### src/rtl/drxc_pkg.sv
// ----------------------------------------------------------------------------
// drxc_pkg
// Shared types and constants of the DRX sleep-cycle controller: payload
// words, configuration set, timer state, controller states and commands.
// ----------------------------------------------------------------------------
package drxc_pkg;

  // field widths
  localparam int SLOT_BITS  = 18;
  localparam int TIMER_BITS = 19;
  localparam int CFG_IDX_W  = 3;
  localparam int CFG_DATA_W = 18;

  // count value that marks an expired timer
  localparam logic [TIMER_BITS-1:0] TMR_EXPIRED = '1;

  // configuration register indexes
  localparam logic [CFG_IDX_W-1:0] CFG_DRX_ENABLE   = 3'd0;
  localparam logic [CFG_IDX_W-1:0] CFG_SHORT_ENABLE = 3'd1;
  localparam logic [CFG_IDX_W-1:0] CFG_LONG_CYCLE   = 3'd2;
  localparam logic [CFG_IDX_W-1:0] CFG_SHORT_CYCLE  = 3'd3;
  localparam logic [CFG_IDX_W-1:0] CFG_LONG_OFFSET  = 3'd4;
  localparam logic [CFG_IDX_W-1:0] CFG_ON_DUR_LEN   = 3'd5;
  localparam logic [CFG_IDX_W-1:0] CFG_INACT_LEN    = 3'd6;
  localparam logic [CFG_IDX_W-1:0] CFG_SHORT_TMR    = 3'd7;

  // configuration reset values
  localparam logic [17:0] CFG_RST_LONG_CYCLE  = 18'd160;
  localparam logic [17:0] CFG_RST_SHORT_CYCLE = 18'd40;
  localparam logic [17:0] CFG_RST_LONG_OFFSET = 18'd0;
  localparam logic [14:0] CFG_RST_ON_DUR_LEN  = 15'd16;
  localparam logic [15:0] CFG_RST_INACT_LEN   = 16'd16;
  localparam logic [17:0] CFG_RST_SHORT_TMR   = 18'd160;

  // short offset that follows from the reset configuration
  localparam int RST_SHORT_OFFSET_INT =
    (CFG_RST_LONG_OFFSET % CFG_RST_LONG_CYCLE) % CFG_RST_SHORT_CYCLE;
  localparam logic [SLOT_BITS-1:0] RST_SHORT_OFFSET = SLOT_BITS'(RST_SHORT_OFFSET_INT);

  // input word
  typedef struct packed {
    logic [17:0] slot_number;
    logic        new_pdcch;
    logic        restart;
  } drxc_in_t;

  // result word
  typedef struct packed {
    logic awake;
    logic short_mode;
    logic on_duration_running;
    logic inactivity_running;
  } drxc_out_t;

  // configuration set
  typedef struct packed {
    logic        drx_enable;
    logic        short_enable;
    logic [17:0] long_cycle;
    logic [17:0] short_cycle;
    logic [17:0] long_offset;
    logic [14:0] on_duration_len;
    logic [15:0] inactivity_len;
    logic [17:0] short_timer_len;
  } drxc_cfg_t;

  // countdown timer with start delay
  typedef struct packed {
    logic [TIMER_BITS-1:0] cnt;
    logic [SLOT_BITS-1:0]  dly;
    logic                  act;
  } drxc_tmr_t;

  // controller states
  typedef enum logic [2:0] {
    ST_IDLE,
    ST_DIV_START,
    ST_DIV_WAIT,
    ST_STEP1,
    ST_STEP2
  } drxc_state_e;

  // remainder jobs of one slot
  typedef enum logic [1:0] {
    OP_LOFF,
    OP_SLOT_LONG,
    OP_SLOT_SHORT,
    OP_LOFF_SHORT
  } drxc_op_e;

  // controller to datapath
  typedef struct packed {
    logic     capture;
    logic     div_start;
    logic     rem_load;
    drxc_op_e op;
    logic     step1;
    logic     step2;
  } drxc_cmd_t;

  // datapath to controller
  typedef struct packed {
    logic div_done;
    logic out_free;
    logic restart;
  } drxc_status_t;

endpackage

### src/rtl/drx_sleep_cycle_controller.sv
// ----------------------------------------------------------------------------
// drx_sleep_cycle_controller
// Each slot word runs three remainder jobs on the shared remainder unit,
// four for a restart word, then two timer update steps; one word is taken
// at a time, and a result still waiting holds the next word in step two.
// The result register frees the input side while a result waits.
// Reset: asynchronous, active low; control, configuration and timer registers
// take reset values: timers cleared and off, receiver awake, long cycle mode.
// ----------------------------------------------------------------------------
module drx_sleep_cycle_controller (
  input  logic                            clk_i,
  input  logic                            rst_ni,
  input  logic                            in_valid_i,
  output logic                            in_ready_o,
  input  drxc_pkg::drxc_in_t              in_data_i,
  output logic                            out_valid_o,
  input  logic                            out_ready_i,
  output drxc_pkg::drxc_out_t             out_data_o,
  input  logic                            cfg_valid_i,
  output logic                            cfg_ready_o,
  input  logic [drxc_pkg::CFG_IDX_W-1:0]  cfg_index_i,
  input  logic [drxc_pkg::CFG_DATA_W-1:0] cfg_data_i
);
  import drxc_pkg::*;

  drxc_cfg_t    cfg;
  drxc_cmd_t    cmd;
  drxc_status_t status;

  // configuration registers
  drxc_cfg u_cfg (
    .clk_i       (clk_i),
    .rst_ni      (rst_ni),
    .cfg_valid_i (cfg_valid_i),
    .cfg_ready_o (cfg_ready_o),
    .cfg_index_i (cfg_index_i),
    .cfg_data_i  (cfg_data_i),
    .cfg_o       (cfg)
  );

  // slot sequencer
  drxc_ctrl u_ctrl (
    .clk_i      (clk_i),
    .rst_ni     (rst_ni),
    .in_valid_i (in_valid_i),
    .in_ready_o (in_ready_o),
    .status_i   (status),
    .cmd_o      (cmd)
  );

  // timers and result
  drxc_dp u_dp (
    .clk_i       (clk_i),
    .rst_ni      (rst_ni),
    .in_data_i   (in_data_i),
    .cfg_i       (cfg),
    .cmd_i       (cmd),
    .status_o    (status),
    .out_valid_o (out_valid_o),
    .out_ready_i (out_ready_i),
    .out_data_o  (out_data_o)
  );

endmodule

### src/rtl/drxc_cfg.sv
// ----------------------------------------------------------------------------
// drxc_cfg
// Configuration register file, one write port, all registers always visible.
// ----------------------------------------------------------------------------
module drxc_cfg (
  input  logic                               clk_i,
  input  logic                               rst_ni,
  input  logic                               cfg_valid_i,
  output logic                               cfg_ready_o,
  input  logic [drxc_pkg::CFG_IDX_W-1:0]     cfg_index_i,
  input  logic [drxc_pkg::CFG_DATA_W-1:0]    cfg_data_i,
  output drxc_pkg::drxc_cfg_t                cfg_o
);
  import drxc_pkg::*;

  drxc_cfg_t cfg_q;

  assign cfg_ready_o = 1'b1;
  assign cfg_o       = cfg_q;

  // register writes
  always_ff @(posedge clk_i or negedge rst_ni) begin
    if (!rst_ni) begin
      cfg_q.drx_enable      <= 1'b0;
      cfg_q.short_enable    <= 1'b0;
      cfg_q.long_cycle      <= CFG_RST_LONG_CYCLE;
      cfg_q.short_cycle     <= CFG_RST_SHORT_CYCLE;
      cfg_q.long_offset     <= CFG_RST_LONG_OFFSET;
      cfg_q.on_duration_len <= CFG_RST_ON_DUR_LEN;
      cfg_q.inactivity_len  <= CFG_RST_INACT_LEN;
      cfg_q.short_timer_len <= CFG_RST_SHORT_TMR;
    end else if (cfg_valid_i) begin
      case (cfg_index_i)
        CFG_DRX_ENABLE:   cfg_q.drx_enable      <= cfg_data_i[0];
        CFG_SHORT_ENABLE: cfg_q.short_enable    <= cfg_data_i[0];
        CFG_LONG_CYCLE:   cfg_q.long_cycle      <= cfg_data_i[17:0];
        CFG_SHORT_CYCLE:  cfg_q.short_cycle     <= cfg_data_i[17:0];
        CFG_LONG_OFFSET:  cfg_q.long_offset     <= cfg_data_i[17:0];
        CFG_ON_DUR_LEN:   cfg_q.on_duration_len <= cfg_data_i[14:0];
        CFG_INACT_LEN:    cfg_q.inactivity_len  <= cfg_data_i[15:0];
        CFG_SHORT_TMR:    cfg_q.short_timer_len <= cfg_data_i[17:0];
        default: begin
        end
      endcase
    end
  end

endmodule

### src/rtl/drxc_ctrl.sv
// ----------------------------------------------------------------------------
// drxc_ctrl
// Slot sequencer: captures a word, runs the remainder jobs on the shared
// divider, then the two timer update steps and the result hand-off.
// ----------------------------------------------------------------------------
module drxc_ctrl (
  input  logic                   clk_i,
  input  logic                   rst_ni,
  input  logic                   in_valid_i,
  output logic                   in_ready_o,
  input  drxc_pkg::drxc_status_t status_i,
  output drxc_pkg::drxc_cmd_t    cmd_o
);
  import drxc_pkg::*;

  drxc_state_e state_q, state_d;
  drxc_op_e    op_q, op_d;
  logic        last_op;

  // the short-offset job only runs for a restart word
  assign last_op = (op_q == OP_LOFF_SHORT) ||
                   ((op_q == OP_SLOT_SHORT) && !status_i.restart);

  // next state
  always_comb begin
    state_d = state_q;
    op_d    = op_q;
    case (state_q)
      ST_IDLE: begin
        if (in_valid_i) begin
          state_d = ST_DIV_START;
          op_d    = OP_LOFF;
        end
      end
      ST_DIV_START: state_d = ST_DIV_WAIT;
      ST_DIV_WAIT: begin
        if (status_i.div_done) begin
          if (last_op) begin
            state_d = ST_STEP1;
          end else begin
            state_d = ST_DIV_START;
            case (op_q)
              OP_LOFF:       op_d = OP_SLOT_LONG;
              OP_SLOT_LONG:  op_d = OP_SLOT_SHORT;
              OP_SLOT_SHORT: op_d = OP_LOFF_SHORT;
              default:       op_d = OP_LOFF_SHORT;
            endcase
          end
        end
      end
      ST_STEP1: state_d = ST_STEP2;
      ST_STEP2: begin
        if (status_i.out_free) begin
          state_d = ST_IDLE;
        end
      end
      default: state_d = ST_IDLE;
    endcase
  end

  // outputs
  always_comb begin
    cmd_o           = '0;
    cmd_o.op        = op_q;
    cmd_o.capture   = (state_q == ST_IDLE) && in_valid_i;
    cmd_o.div_start = (state_q == ST_DIV_START);
    cmd_o.rem_load  = (state_q == ST_DIV_WAIT) && status_i.div_done;
    cmd_o.step1     = (state_q == ST_STEP1);
    cmd_o.step2     = (state_q == ST_STEP2) && status_i.out_free;
    in_ready_o      = (state_q == ST_IDLE);
  end

  // state register
  always_ff @(posedge clk_i or negedge rst_ni) begin
    if (!rst_ni) begin
      state_q <= ST_IDLE;
      op_q    <= OP_LOFF;
    end else begin
      state_q <= state_d;
      op_q    <= op_d;
    end
  end

endmodule

### src/rtl/drxc_div.sv
// ----------------------------------------------------------------------------
// drxc_div
// Restoring remainder unit, two quotient bits per cycle. The divisor must
// be nonzero; the remainder is held until the next start.
// ----------------------------------------------------------------------------
module drxc_div (
  input  logic                           clk_i,
  input  logic                           rst_ni,
  input  logic                           start_i,
  input  logic [drxc_pkg::SLOT_BITS-1:0] dividend_i,
  input  logic [drxc_pkg::SLOT_BITS-1:0] divisor_i,
  output logic                           done_o,
  output logic [drxc_pkg::SLOT_BITS-1:0] rem_o
);
  import drxc_pkg::*;

  localparam int Steps = (SLOT_BITS + 1) / 2;
  localparam int AW    = 2 * Steps;
  localparam int CntW  = $clog2(Steps);
  localparam logic [CntW-1:0] CntLast = CntW'(Steps - 1);

  logic                 busy_q, done_q;
  logic [CntW-1:0]      cnt_q;
  logic [AW-1:0]        a_q;
  logic [SLOT_BITS-1:0] r_q, d_q;
  logic [SLOT_BITS:0]   r1, r2;
  logic [SLOT_BITS-1:0] r_d;

  assign done_o = done_q;
  assign rem_o  = r_q;

  // two compare-subtract stages per cycle
  always_comb begin
    r1 = {r_q, a_q[AW-1]};
    if (r1 >= {1'b0, d_q}) begin
      r1 = r1 - {1'b0, d_q};
    end
    r2 = {r1[SLOT_BITS-1:0], a_q[AW-2]};
    if (r2 >= {1'b0, d_q}) begin
      r2 = r2 - {1'b0, d_q};
    end
    r_d = r2[SLOT_BITS-1:0];
  end

  // step control
  always_ff @(posedge clk_i or negedge rst_ni) begin
    if (!rst_ni) begin
      busy_q <= 1'b0;
      done_q <= 1'b0;
      cnt_q  <= '0;
    end else if (start_i) begin
      busy_q <= 1'b1;
      done_q <= 1'b0;
      cnt_q  <= '0;
    end else if (busy_q) begin
      cnt_q <= cnt_q + CntW'(1);
      if (cnt_q == CntLast) begin
        busy_q <= 1'b0;
        done_q <= 1'b1;
      end
    end else begin
      done_q <= 1'b0;
    end
  end

  // operand and remainder registers
  always_ff @(posedge clk_i) begin
    if (start_i) begin
      a_q <= AW'(dividend_i);
      r_q <= '0;
      d_q <= divisor_i;
    end else if (busy_q) begin
      a_q <= {a_q[AW-3:0], 2'b00};
      r_q <= r_d;
    end
  end

endmodule

### src/rtl/drxc_dp.sv
// ----------------------------------------------------------------------------
// drxc_dp
// Datapath: captured slot word, remainders, the three DRX timers, cycle
// mode, awake flag and the result register.
// ----------------------------------------------------------------------------
module drxc_dp (
  input  logic                   clk_i,
  input  logic                   rst_ni,
  input  drxc_pkg::drxc_in_t     in_data_i,
  input  drxc_pkg::drxc_cfg_t    cfg_i,
  input  drxc_pkg::drxc_cmd_t    cmd_i,
  output drxc_pkg::drxc_status_t status_o,
  output logic                   out_valid_o,
  input  logic                   out_ready_i,
  output drxc_pkg::drxc_out_t    out_data_o
);
  import drxc_pkg::*;

  // cycle length, zero acts as one
  function automatic logic [SLOT_BITS-1:0] cyc(input logic [SLOT_BITS-1:0] c);
    return (c == '0) ? SLOT_BITS'(1) : c;
  endfunction

  // one run of a timer
  function automatic drxc_tmr_t tm_run(input drxc_tmr_t t);
    drxc_tmr_t r;
    r = t;
    if (t.act) begin
      if (t.dly != '0) begin
        r.dly = t.dly - SLOT_BITS'(1);
      end else if (t.cnt != TMR_EXPIRED) begin
        r.cnt = t.cnt - TIMER_BITS'(1);
      end
      if (r.cnt == TMR_EXPIRED) begin
        r.act = 1'b0;
      end
    end
    return r;
  endfunction

  function automatic drxc_tmr_t tm_start(input logic [TIMER_BITS-1:0] len,
                                         input logic [SLOT_BITS-1:0]  d);
    drxc_tmr_t r;
    r.act = 1'b1;
    r.cnt = len - TIMER_BITS'(1);
    r.dly = d;
    return r;
  endfunction

  function automatic drxc_tmr_t tm_clear(input logic [TIMER_BITS-1:0] len);
    drxc_tmr_t r;
    r.act = 1'b0;
    r.cnt = len;
    r.dly = '0;
    return r;
  endfunction

  function automatic logic tm_on(input drxc_tmr_t t);
    return t.act && (t.dly == '0);
  endfunction

  logic [SLOT_BITS-1:0]  cl, cs;
  logic [TIMER_BITS-1:0] on_len, inact_len, short_len;

  // captured word and remainders
  logic [SLOT_BITS-1:0] slot_q;
  logic                 pdcch_q, restart_q;
  logic [SLOT_BITS-1:0] loff_q, rem_l_q, rem_s_q, soff_new_q;

  // slot state
  drxc_tmr_t            on_q, in_q, sh_q;
  logic                 cs_q, awake_q;
  logic [SLOT_BITS-1:0] soff_q;

  // result register
  drxc_out_t out_q;
  logic      out_valid_q;

  // divider interface
  logic [SLOT_BITS-1:0] div_a, div_d, div_rem;
  logic                 div_done;

  // step results
  drxc_tmr_t            on_s1, sh_s1, on_s2, in_s2, sh_s2;
  logic                 cs_s1, aw_s1, cs_s2;
  logic [SLOT_BITS-1:0] soff_s1;
  drxc_out_t            res_s2;

  assign cl        = cyc(cfg_i.long_cycle);
  assign cs        = cyc(cfg_i.short_cycle);
  assign on_len    = TIMER_BITS'(cfg_i.on_duration_len);
  assign inact_len = TIMER_BITS'(cfg_i.inactivity_len);
  assign short_len = TIMER_BITS'(cfg_i.short_timer_len);

  // operand select for the remainder jobs
  always_comb begin
    case (cmd_i.op)
      OP_LOFF: begin
        div_a = cfg_i.long_offset;
        div_d = cl;
      end
      OP_SLOT_LONG: begin
        div_a = slot_q;
        div_d = cl;
      end
      OP_SLOT_SHORT: begin
        div_a = slot_q;
        div_d = cs;
      end
      OP_LOFF_SHORT: begin
        div_a = loff_q;
        div_d = cs;
      end
      default: begin
        div_a = slot_q;
        div_d = cl;
      end
    endcase
  end

  drxc_div u_div (
    .clk_i      (clk_i),
    .rst_ni     (rst_ni),
    .start_i    (cmd_i.div_start),
    .dividend_i (div_a),
    .divisor_i  (div_d),
    .done_o     (div_done),
    .rem_o      (div_rem)
  );

  // step one: restart setup, short and on-duration timers, cycle starts
  always_comb begin
    on_s1   = on_q;
    sh_s1   = sh_q;
    cs_s1   = cs_q;
    soff_s1 = soff_q;
    aw_s1   = awake_q;
    if (restart_q) begin
      soff_s1 = soff_new_q;
      cs_s1   = 1'b0;
      on_s1   = tm_start(on_len, loff_q);
    end
    if (cfg_i.drx_enable) begin
      sh_s1 = tm_run(sh_s1);
      on_s1 = tm_run(on_s1);
      if (!cs_s1 || (sh_s1.cnt == TMR_EXPIRED)) begin
        if (cs_s1) begin
          cs_s1 = 1'b0;
          sh_s1 = tm_clear(short_len);
        end
        if (!tm_on(on_s1) && (rem_l_q == loff_q)) begin
          on_s1 = tm_start(on_len, '0);
        end
      end else if (!tm_on(on_s1) && (rem_s_q == soff_s1)) begin
        on_s1 = tm_start(on_len, '0);
      end
      aw_s1 = tm_on(on_s1) || tm_on(in_q);
    end else begin
      aw_s1 = 1'b1;
    end
  end

  // step two: inactivity timer and its expiry, and the result word
  always_comb begin
    on_s2 = on_q;
    in_s2 = in_q;
    sh_s2 = sh_q;
    cs_s2 = cs_q;
    if (cfg_i.drx_enable && awake_q) begin
      if (in_q.act) begin
        in_s2 = tm_run(in_q);
        if (pdcch_q) begin
          in_s2 = tm_start(inact_len, '0);
        end else if (in_s2.cnt == TMR_EXPIRED) begin
          if (cfg_i.short_enable) begin
            sh_s2 = tm_start(short_len, '0);
            cs_s2 = 1'b1;
          end else begin
            on_s2 = tm_start(on_len, loff_q);
            cs_s2 = 1'b0;
          end
        end
      end else if (pdcch_q) begin
        in_s2 = tm_start(inact_len, '0);
      end
    end
    res_s2.awake               = awake_q;
    res_s2.short_mode          = cs_s2;
    res_s2.on_duration_running = tm_on(on_s2);
    res_s2.inactivity_running  = tm_on(in_s2);
  end

  // status to the sequencer
  assign status_o.div_done = div_done;
  assign status_o.out_free = !out_valid_q || out_ready_i;
  assign status_o.restart  = restart_q;

  assign out_valid_o = out_valid_q;
  assign out_data_o  = out_q;

  // timer and mode state
  always_ff @(posedge clk_i or negedge rst_ni) begin
    if (!rst_ni) begin
      on_q        <= tm_clear(TIMER_BITS'(CFG_RST_ON_DUR_LEN));
      in_q        <= tm_clear(TIMER_BITS'(CFG_RST_INACT_LEN));
      sh_q        <= tm_clear(TIMER_BITS'(CFG_RST_SHORT_TMR));
      cs_q        <= 1'b0;
      awake_q     <= 1'b1;
      soff_q      <= RST_SHORT_OFFSET;
      out_valid_q <= 1'b0;
    end else begin
      if (cmd_i.step1) begin
        on_q    <= on_s1;
        sh_q    <= sh_s1;
        cs_q    <= cs_s1;
        soff_q  <= soff_s1;
        awake_q <= aw_s1;
      end else if (cmd_i.step2) begin
        on_q <= on_s2;
        in_q <= in_s2;
        sh_q <= sh_s2;
        cs_q <= cs_s2;
      end
      if (cmd_i.step2) begin
        out_valid_q <= 1'b1;
      end else if (out_ready_i) begin
        out_valid_q <= 1'b0;
      end
    end
  end

  // captured word, remainders and result word
  always_ff @(posedge clk_i) begin
    if (cmd_i.capture) begin
      slot_q    <= in_data_i.slot_number;
      pdcch_q   <= in_data_i.new_pdcch;
      restart_q <= in_data_i.restart;
    end
    if (cmd_i.rem_load) begin
      case (cmd_i.op)
        OP_LOFF:       loff_q     <= div_rem;
        OP_SLOT_LONG:  rem_l_q    <= div_rem;
        OP_SLOT_SHORT: rem_s_q    <= div_rem;
        OP_LOFF_SHORT: soff_new_q <= div_rem;
        default:       loff_q     <= div_rem;
      endcase
    end
    if (cmd_i.step2) begin
      out_q <= res_s2;
    end
  end

endmodule

### config.mk
export PLATFORM = sky130hd
export DESIGN_NAME = drx_sleep_cycle_controller
export DESIGN_NICKNAME = d
export VERILOG_FILES = /design/src/rtl/drxc_pkg.sv /design/src/rtl/drx_sleep_cycle_controller.sv /design/src/rtl/drxc_cfg.sv /design/src/rtl/drxc_ctrl.sv /design/src/rtl/drxc_div.sv /design/src/rtl/drxc_dp.sv
export SDC_FILE = /design/constraint.sdc
export NUM_CORES = 1
export LEC_CHECK = 0
export ABC_AREA = 1
export BUFFER_PORTS_ARGS = -buffer_cell sky130_fd_sc_hd__buf_4
export CELL_PAD_IN_SITES_DETAIL_PLACEMENT = 2
export CELL_PAD_IN_SITES_GLOBAL_PLACEMENT = 2
export CORE_ASPECT_RATIO = 0.8
export CORE_MARGIN = 3
export CORE_UTILIZATION = 34
export DETAILED_ROUTE_END_ITERATION = 8
export GPL_ROUTABILITY_DRIVEN = 0
export GPL_TIMING_DRIVEN = 0
export HOLD_SLACK_MARGIN = 0.15
export PLACE_DENSITY_LB_ADDON = 0.1
export SETUP_SLACK_MARGIN = 0.15
export SLEW_MARGIN = 20
export SYNTH_ARGS = -nofsm -noshare
export SYNTH_HDL_FRONTEND = slang
export SYNTH_SLANG_ARGS = --single-unit
### constraint.sdc
create_clock -name clk_i -period 5 [get_ports clk_i]
set_clock_uncertainty 0.15 [all_clocks]
set_input_delay 1 -clock clk_i [delete_from_list [all_inputs] [get_ports clk_i]]
set_output_delay 1 -clock clk_i [all_outputs]
set_load 0.05 [all_outputs]
==> flow_summary_export.csv, run 1 <==
group,metric,value,unit
outcome,status,"complete, but fails checks",
outcome,failed_checks,"setup timing",
synth,postSynth.asyncResetShare,62.6,%
cells_and_area,fin_nets,3712,
pwr,p_leak,13.4,nW
critical_path,cp_max_fo,5,
global_route,grt_max_degree,77,
synth,syn_avg_cell_area,7.46,µm²
timing,setup_viol,17,
global_route,overflow,0,
cells_and_area,layout_common_cells,"nand2_1 (822), inv_1 (389), o21ai_0 (347)",
synth,synth.distinct_cells,69,
synth,synth_top_area_share,23.3,%
synth,synthCells,3422,
global_route,top_usage_layer,"met2",
global_route,met3_usage,3.73,%
clocking,clkSinkCount,401,
timing,fmax,190,MHz
timing,finalCritPeriodShare,105,%
cells_and_area,mostFrequentLayoutCell,"nand2_1",
cells_and_area,postLayoutCellArea,30500,µm²
route,dr.pass1.iters,5,
clocking,cts_buffer_depth,3,
timing,maxSlewHeadroom,21.8,%
route,ant_nets,0,
synth,ys_warn_count,0,
synth,synth_fp_nets,3524,
die,boundaryPins,53,
critical_path,r2r_slack,-0.27,ns
route,num_vias,25955,
route,routedWlPerCell,24.7,µm
synth,synth_ff_type,"dfrtp_1",
synth,ys_seq_area_share,41.6,%
clocking,numCtsBuffers,47,
critical_path,cp_slowest_cell,"edfxtp_1",
critical_path,cpMostUsedCell,"nand2_2",
critical_path,required,5.32,ns
placement,dpl_cell_area,27400,µm²
timing,tightest_slew,1.17,ns
placement,post-place-ws,-1.84,ns
timing,setup_ws,-0.272,ns
route,first_iter_violations,1554,
timing,finalHoldViolations,0,
cells_and_area,syn_to_final_growth,19.6,%
die,rows,89,
critical_path,cp_slowest_stage_delay,0.37,ns
route,viasPerCell,5.58,
synth,synth_edf_count,132,
timing,slew_viol_final,0,
route,drc,0,
synth,synth_seq_cells,401,
clocking,cts_max_level,2,
clocking,clkTransAtPathRegs,0.07,ns
clocking,clock_latency,0.63,ns
placement,post-dp-hpwl,83700,µm
clocking,cts_tree,"built",
die,dieArea,78400,µm²
pwr,power,23.3,mW
global_route,grt_pass1_vias,27841,
pwr,power.density,763,nW/µm²
timing,rsz0062_at_grt,"yes",
critical_path,critPathKind,"flop to flop",
cells_and_area,drive_gt1_share,13.6,%
synth,yosys.area.top_type,"dfrtp_1",
route,drt-total-wl,115000,µm
synth,syn_area,25500,µm²
placement,port_buffers,51,
global_route,grt_use_total,27.9,%
global_route,grt_pass1_wl,170000,µm
critical_path,cp-end-kind,"flop",
global_route,grt_use_met2,45.0,%
die,core,74100,µm²
die,initial_utilization,34.5,%
die,die_h,251,µm
flow_run,drv_cap,0,
clocking,root_buffer,"clkbuf_16",
critical_path,rr_endpoint,"u_dp.u_div.rem_o[10]$_SDFFE_PP0P_",
die,die_w,312,µm
critical_path,reg2reg_from,"u_dp.u_div.d_q[17]$_DFFE_PP_",
critical_path,start_kind,"flop",
critical_path,reg2reg_depth,32,
clocking,cts_hold_buf,0,
synth,synth_area_leaders,"dfrtp_1 (23%), edfxtp_1 (16%), nand2_1 (12%)",
hold_path,hold_class,"input port to asynchronous set/reset pin",
critical_path,cp.arrival,5.59,ns
global_route,grtUsageMet1,39.6,%
global_route,antenna_found_initial,6,
timing,period_minus_slack,5.27,ns
pwr,vdd_drop_max,1390,µV
[worst max-delay path, delay by kind of cell (launching register included)]
family,cells,cell delay [ns]
flops,1,0.37
compound gates,7,1.28
buf+inv,9,1.11
fa+ha+maj,2,0.58
simple gates,14,1.61
[area by class of cell]
type                            instances  area, µm²
Clock inverter                         30        393
Antenna cell                            2       5.00
Buffer                                131        737
Tap cell                             1001       1250
Timing Repair Buffer                  139       1190
Clock buffer                           58       1240
Fill cell                            8514      43500
Multi-Input combinational cell       2474      13500
Sequential cell                       401      10700
Inverter                              416       1570
[registers in the layout, indices dropped and copies added (netlist names), 18 cells and up]
name              flops
u_dp.soff_new_q      18
u_dp.u_div.d_q       18
u_dp.u_div.a_q       18
u_dp.rem_s_q         18
u_dp.soff_q          18
u_cfg.cfg_o         105
u_dp.rem_l_q         18
u_dp.u_div.rem_o     18
u_dp.loff_q          18
u_dp.sh_q            38
u_dp.on_q            38
u_dp.in_q            38
u_dp.slot_q          18
[Yosys cell counts (5+ instances only)]
library cell,n
nand4_1,42
clkbuf_1,95
inv_1,405
nor2_1,301
dfxtp_1,18
buf_6,9
nor4_1,35
a22oi_1,5
o21ai_1,49
ha_1,54
mux2i_1,8
xnor2_1,23
a31oi_1,29
nand3_1,184
nor3_1,62
a221oi_1,19
xor2_1,100
o211ai_1,32
o21ai_0,405
o21ai_2,9
o221ai_1,19
inv_2,7
mux2_2,8
or2_2,19
nor3_2,5
nand2_1,848
dfrtp_1,238
edfxtp_1,132
buf_4,6
o22ai_1,10
dfstp_2,13
nand3b_1,7
o31ai_1,24
a21oi_1,106
buf_2,16
buf_1,5
o21a_1,10
[stage by stage]
stage | cells | TNS, ns | utilization (%) | hold slack [ns]
after floorplan | 3422 | 0 | - | 0.285
after global placement | 4474 | -41.88 | 36.7 | 0.301
after detailed placement | 4486 | -55.89 | 37.0 | 0.324
after CTS | 4615 | 0 | 40.3 | 0.212
after global routing | 4651 | -7.06 | 41.2 | 0.236
final | 4652 | -3.44 | 41.2 | 0.184
[worst max path at each step]
stage / startpoint / slack, ns / depth (start not counted) / to
6_report: u_dp.u_div.d_q[17]$_DFFE_PP_ / -0.27 / 32 / u_dp.u_div.rem_o[10]$_SDFFE_PP0P_
5_1_grt: u_dp.u_div.d_q[17]$_DFFE_PP_ / -0.47 / 32 / u_dp.u_div.rem_o[0]$_SDFFE_PP0P_
4_1_cts: u_dp.u_div.d_q[14]$_DFFE_PP_ / 0.15 / 33 / u_dp.u_div.rem_o[2]$_SDFFE_PP0P_
3_5_place_dp: u_dp.u_div.d_q[13]$_DFFE_PP_ / -1.84 / 34 / u_dp.u_div.rem_o[1]$_SDFFE_PP0P_
3_3_place_gp: u_dp.u_div.rem_o[5]$_SDFFE_PP0P_ / -1.66 / 32 / u_dp.u_div.rem_o[1]$_SDFFE_PP0P_
2_1_floorplan: u_dp.u_div.d_q[6]$_DFFE_PP_ / 0.21 / 33 / u_dp.u_div.rem_o[0]$_SDFFE_PP0P_
[layer usage]
| metal | vias to the layer above | share of wire, % |
|---|---|---|
| li1 | 11801 | - |
| met1 | 13411 | 47 |
| met2 | 583 | 46 |
| met3 | 160 | 4.2 |
| met4 | 0 | 2.5 |
| met5 | - | 0 |
[report_power, final]
| part | internal [mW] | switching (mW) |
|---|---|---|
| Sequential | 4.51 | 0.975 |
| Clock | 2.11 | 1.64 |
| Combinational | 5.20 | 8.85 |
[cells by family (layout without fill, tap and decap cells)]
logic type               after synthesis  count (layout)  share of synthesized area (%)
other                                  1               3                         0.0147
buffers and inverters                548             774                           8.53
AND/OR/NAND/NOR                     1532            1533                           25.6
AO/OA/AOI/OAI                        745             745                           16.5
flip-flops                           401             401                           41.6
multiplexers                          16              16                          0.666
XOR/XNOR                             123             123                           4.22
adder cells (fa/ha/maj)               56              56                           2.80
[repair_timing]
item	4_1_cts	5_1_grt
endpoints found under the setup margin	97	97
pin swaps	20	43
cloned	2	2
setup buffers	40	33
gates resized for setup	142	153
(Power assumes the default switching activity.)
==> inputs of run 2 (changes only) <==
CORE_ASPECT_RATIO = 1.2   (was 0.8)
==> flow_summary_export.csv, run 2 (synthesis gave the netlist of run 1 again) <==
group,metric,value,unit
cells_and_area,fin_nets,3708,
cells_and_area,fill_cells,8568,
timing,finalHoldViolations,0,
critical_path,required,5.30,ns
global_route,met3_usage,2.89,%
critical_path,start_kind,"flop",
pwr,seqPwrFrac,24.1,%
die,rows,109,
cells_and_area,largest_reg_flops,105,
critical_path,cp-end-kind,"flop",
global_route,overflow,0,
pwr,p_int,11.7,mW
pwr,p_leak,13.4,nW
clocking,cts_max_level,2,
pwr,clock_power_share,16.4,%
clocking,clkSinkCount,401,
route,routedWlPerCell,24.3,µm
cells_and_area,drive_gt1_share,13.7,%
cells_and_area,finish.utilization,41.2,%
timing,period_minus_slack,5.12,ns
timing,slew_viol_final,0,
global_route,grtUsageMet1,33.5,%
clocking,root_buffer,"clkbuf_16",
timing,fmax,195,MHz
clocking,clkTransAtPathRegs,0.07,ns
global_route,grt_use_met2,49.2,%
route,first_iter_violations,1209,
global_route,grt_use_total,27.3,%
clocking,cts_buffer_depth,3,
global_route,antenna_found_initial,4,
pwr,p_sw,11.0,mW
route,drc,0,
route,num_vias,25409,
die,die_h,306,µm
timing,setup_viol,16,
placement,post-dp-hpwl,84100,µm
die,initial_utilization,34.5,%
pwr,vdd_drop_max,761,µV
hold_path,hold_class,"flop to flop",
die,boundaryPins,53,
route,viasPerCell,5.47,
route,drt-total-wl,113000,µm
timing,setup_ws,-0.122,ns
critical_path,critPathKind,"flop to flop",
critical_path,cp_max_fo,5,
timing,rsz0062_at_grt,"yes",
cells_and_area,syn_to_final_growth,19.6,%
critical_path,cp.arrival,5.43,ns
clocking,clock_latency,0.62,ns
route,dr.pass1.iters,5,
die,dieArea,78400,µm²
global_route,grt_pass1_wl,167000,µm
route,ant_nets,0,
critical_path,cp_slowest_cell,"edfxtp_1",
clocking,numCtsBuffers,49,
global_route,grt_pass1_vias,27885,
pwr,power.density,744,nW/µm²
pwr,p_sw_share,48.3,%
cells_and_area,mostFrequentLayoutCell,"nand2_1",
outcome,status,"complete, but fails checks",
timing,finalCritPeriodShare,102,%
timing,setup_tns,-0.823,ns
timing,tightest_slew,0.967,ns
timing,maxSlewHeadroom,35.2,%
flow_run,drv_cap,0,
clocking,cts_tree,"built",
critical_path,cp_slowest_stage_delay,0.37,ns
placement,port_buffers,51,
cells_and_area,layout_common_cells,"nand2_1 (829), inv_1 (386), o21ai_0 (347)",
outcome,failed_checks,"setup timing",
die,die_w,256,µm
global_route,grt_max_degree,91,
global_route,top_usage_layer,"met2",
die,core,74100,µm²
pwr,p_comb_share,59.5,%
critical_path,cpMostUsedCell,"nand2_2",
## run 2: final timing paths
path                                            startpoint                                to  slack (ns)  cells after the start
min in group asynchronous                           rst_ni     u_dp.u_div.done_o$_DFFE_PN0P_        0.74                      2
min                        u_dp.u_div.cnt_q[3]$_DFFE_PN0P_   u_dp.u_div.cnt_q[3]$_DFFE_PN0P_        0.33                      1
min reg2reg                u_dp.u_div.cnt_q[3]$_DFFE_PN0P_   u_dp.u_div.cnt_q[3]$_DFFE_PN0P_        0.33                      1
max reg2reg                   u_dp.u_div.d_q[15]$_DFFE_PP_  u_dp.u_div.rem_o[0]$_SDFFE_PP0P_       -0.12                     32
max                           u_dp.u_div.d_q[15]$_DFFE_PP_  u_dp.u_div.rem_o[0]$_SDFFE_PP0P_       -0.12                     32
max in group asynchronous                           rst_ni         u_dp.sh_q[24]$_DFFE_PN1P_        2.36                      5
## run 2: final cells by class
cell class,instances,area (µm²),area share [%]
Buffer,131,709,2.32
Inverter,416,1580,5.16
Timing Repair Buffer,133,1140,3.74
Clock inverter,28,310,1.02
Multi-Input combinational cell,2474,13500,44.4
Clock buffer,63,1340,4.39
Tap cell,999,1250,4.09
Antenna cell,2,5.00,0.0164
Sequential cell,401,10700,34.9
## run 2: critical path: cells and delay by family, from the launching register on
kind	cells	cell delay, ns
AOI/OAI and AO/OA	7	0.89
DFF	1	0.37
buffers and inverters	5	0.61
adders and majority gates	2	0.61
and+or+nand+nor	18	2.31
## run 2: layer usage
layer	vias to the layer above	share of wire, %
li1	11793	-
met3	212	3.2
met4	0	4.3
met5	-	0
met1	12918	42
met2	486	50
## run 2: metrics by stage
| step | hold WS, ns | area [µm²] | std cells | setup slack, ns | power (mW) |
|---|---|---|---|---|---|
| after floorplan | 0.285 | 25500 | 3422 | 0.212 | 12.1 |
| after global placement | 0.303 | 27200 | 4472 | -1.32 | 14.9 |
| after detailed placement | 0.319 | 27400 | 4483 | -1.74 | 15.6 |
| after CTS | 0.328 | 29600 | 4602 | 0.118 | 20.5 |
| after global routing | 0.365 | 30500 | 4645 | -0.282 | 24.2 |
| final | 0.332 | 30500 | 4647 | -0.122 | 22.7 |
## run 2: what timing repair did
item	CTS	global route
pin swaps	20	42
endpoints found under the hold margin	32	0
cloned	1	3
setup endpoints to repair	96	97
gates resized for setup	131	173
setup buffers	27	40
hold buffers	1	0
## run 2: power groups by stage
stage	clock network (mW)	registers (mW)	logic, mW
6_report	3.73	5.47	13.5
5_1_grt	3.94	5.55	14.7
4_1_cts	3.80	5.41	11.3
3_5_place_dp	0	5.41	10.2
3_3_place_gp	0	5.35	9.59
2_1_floorplan	0	5.02	7.06
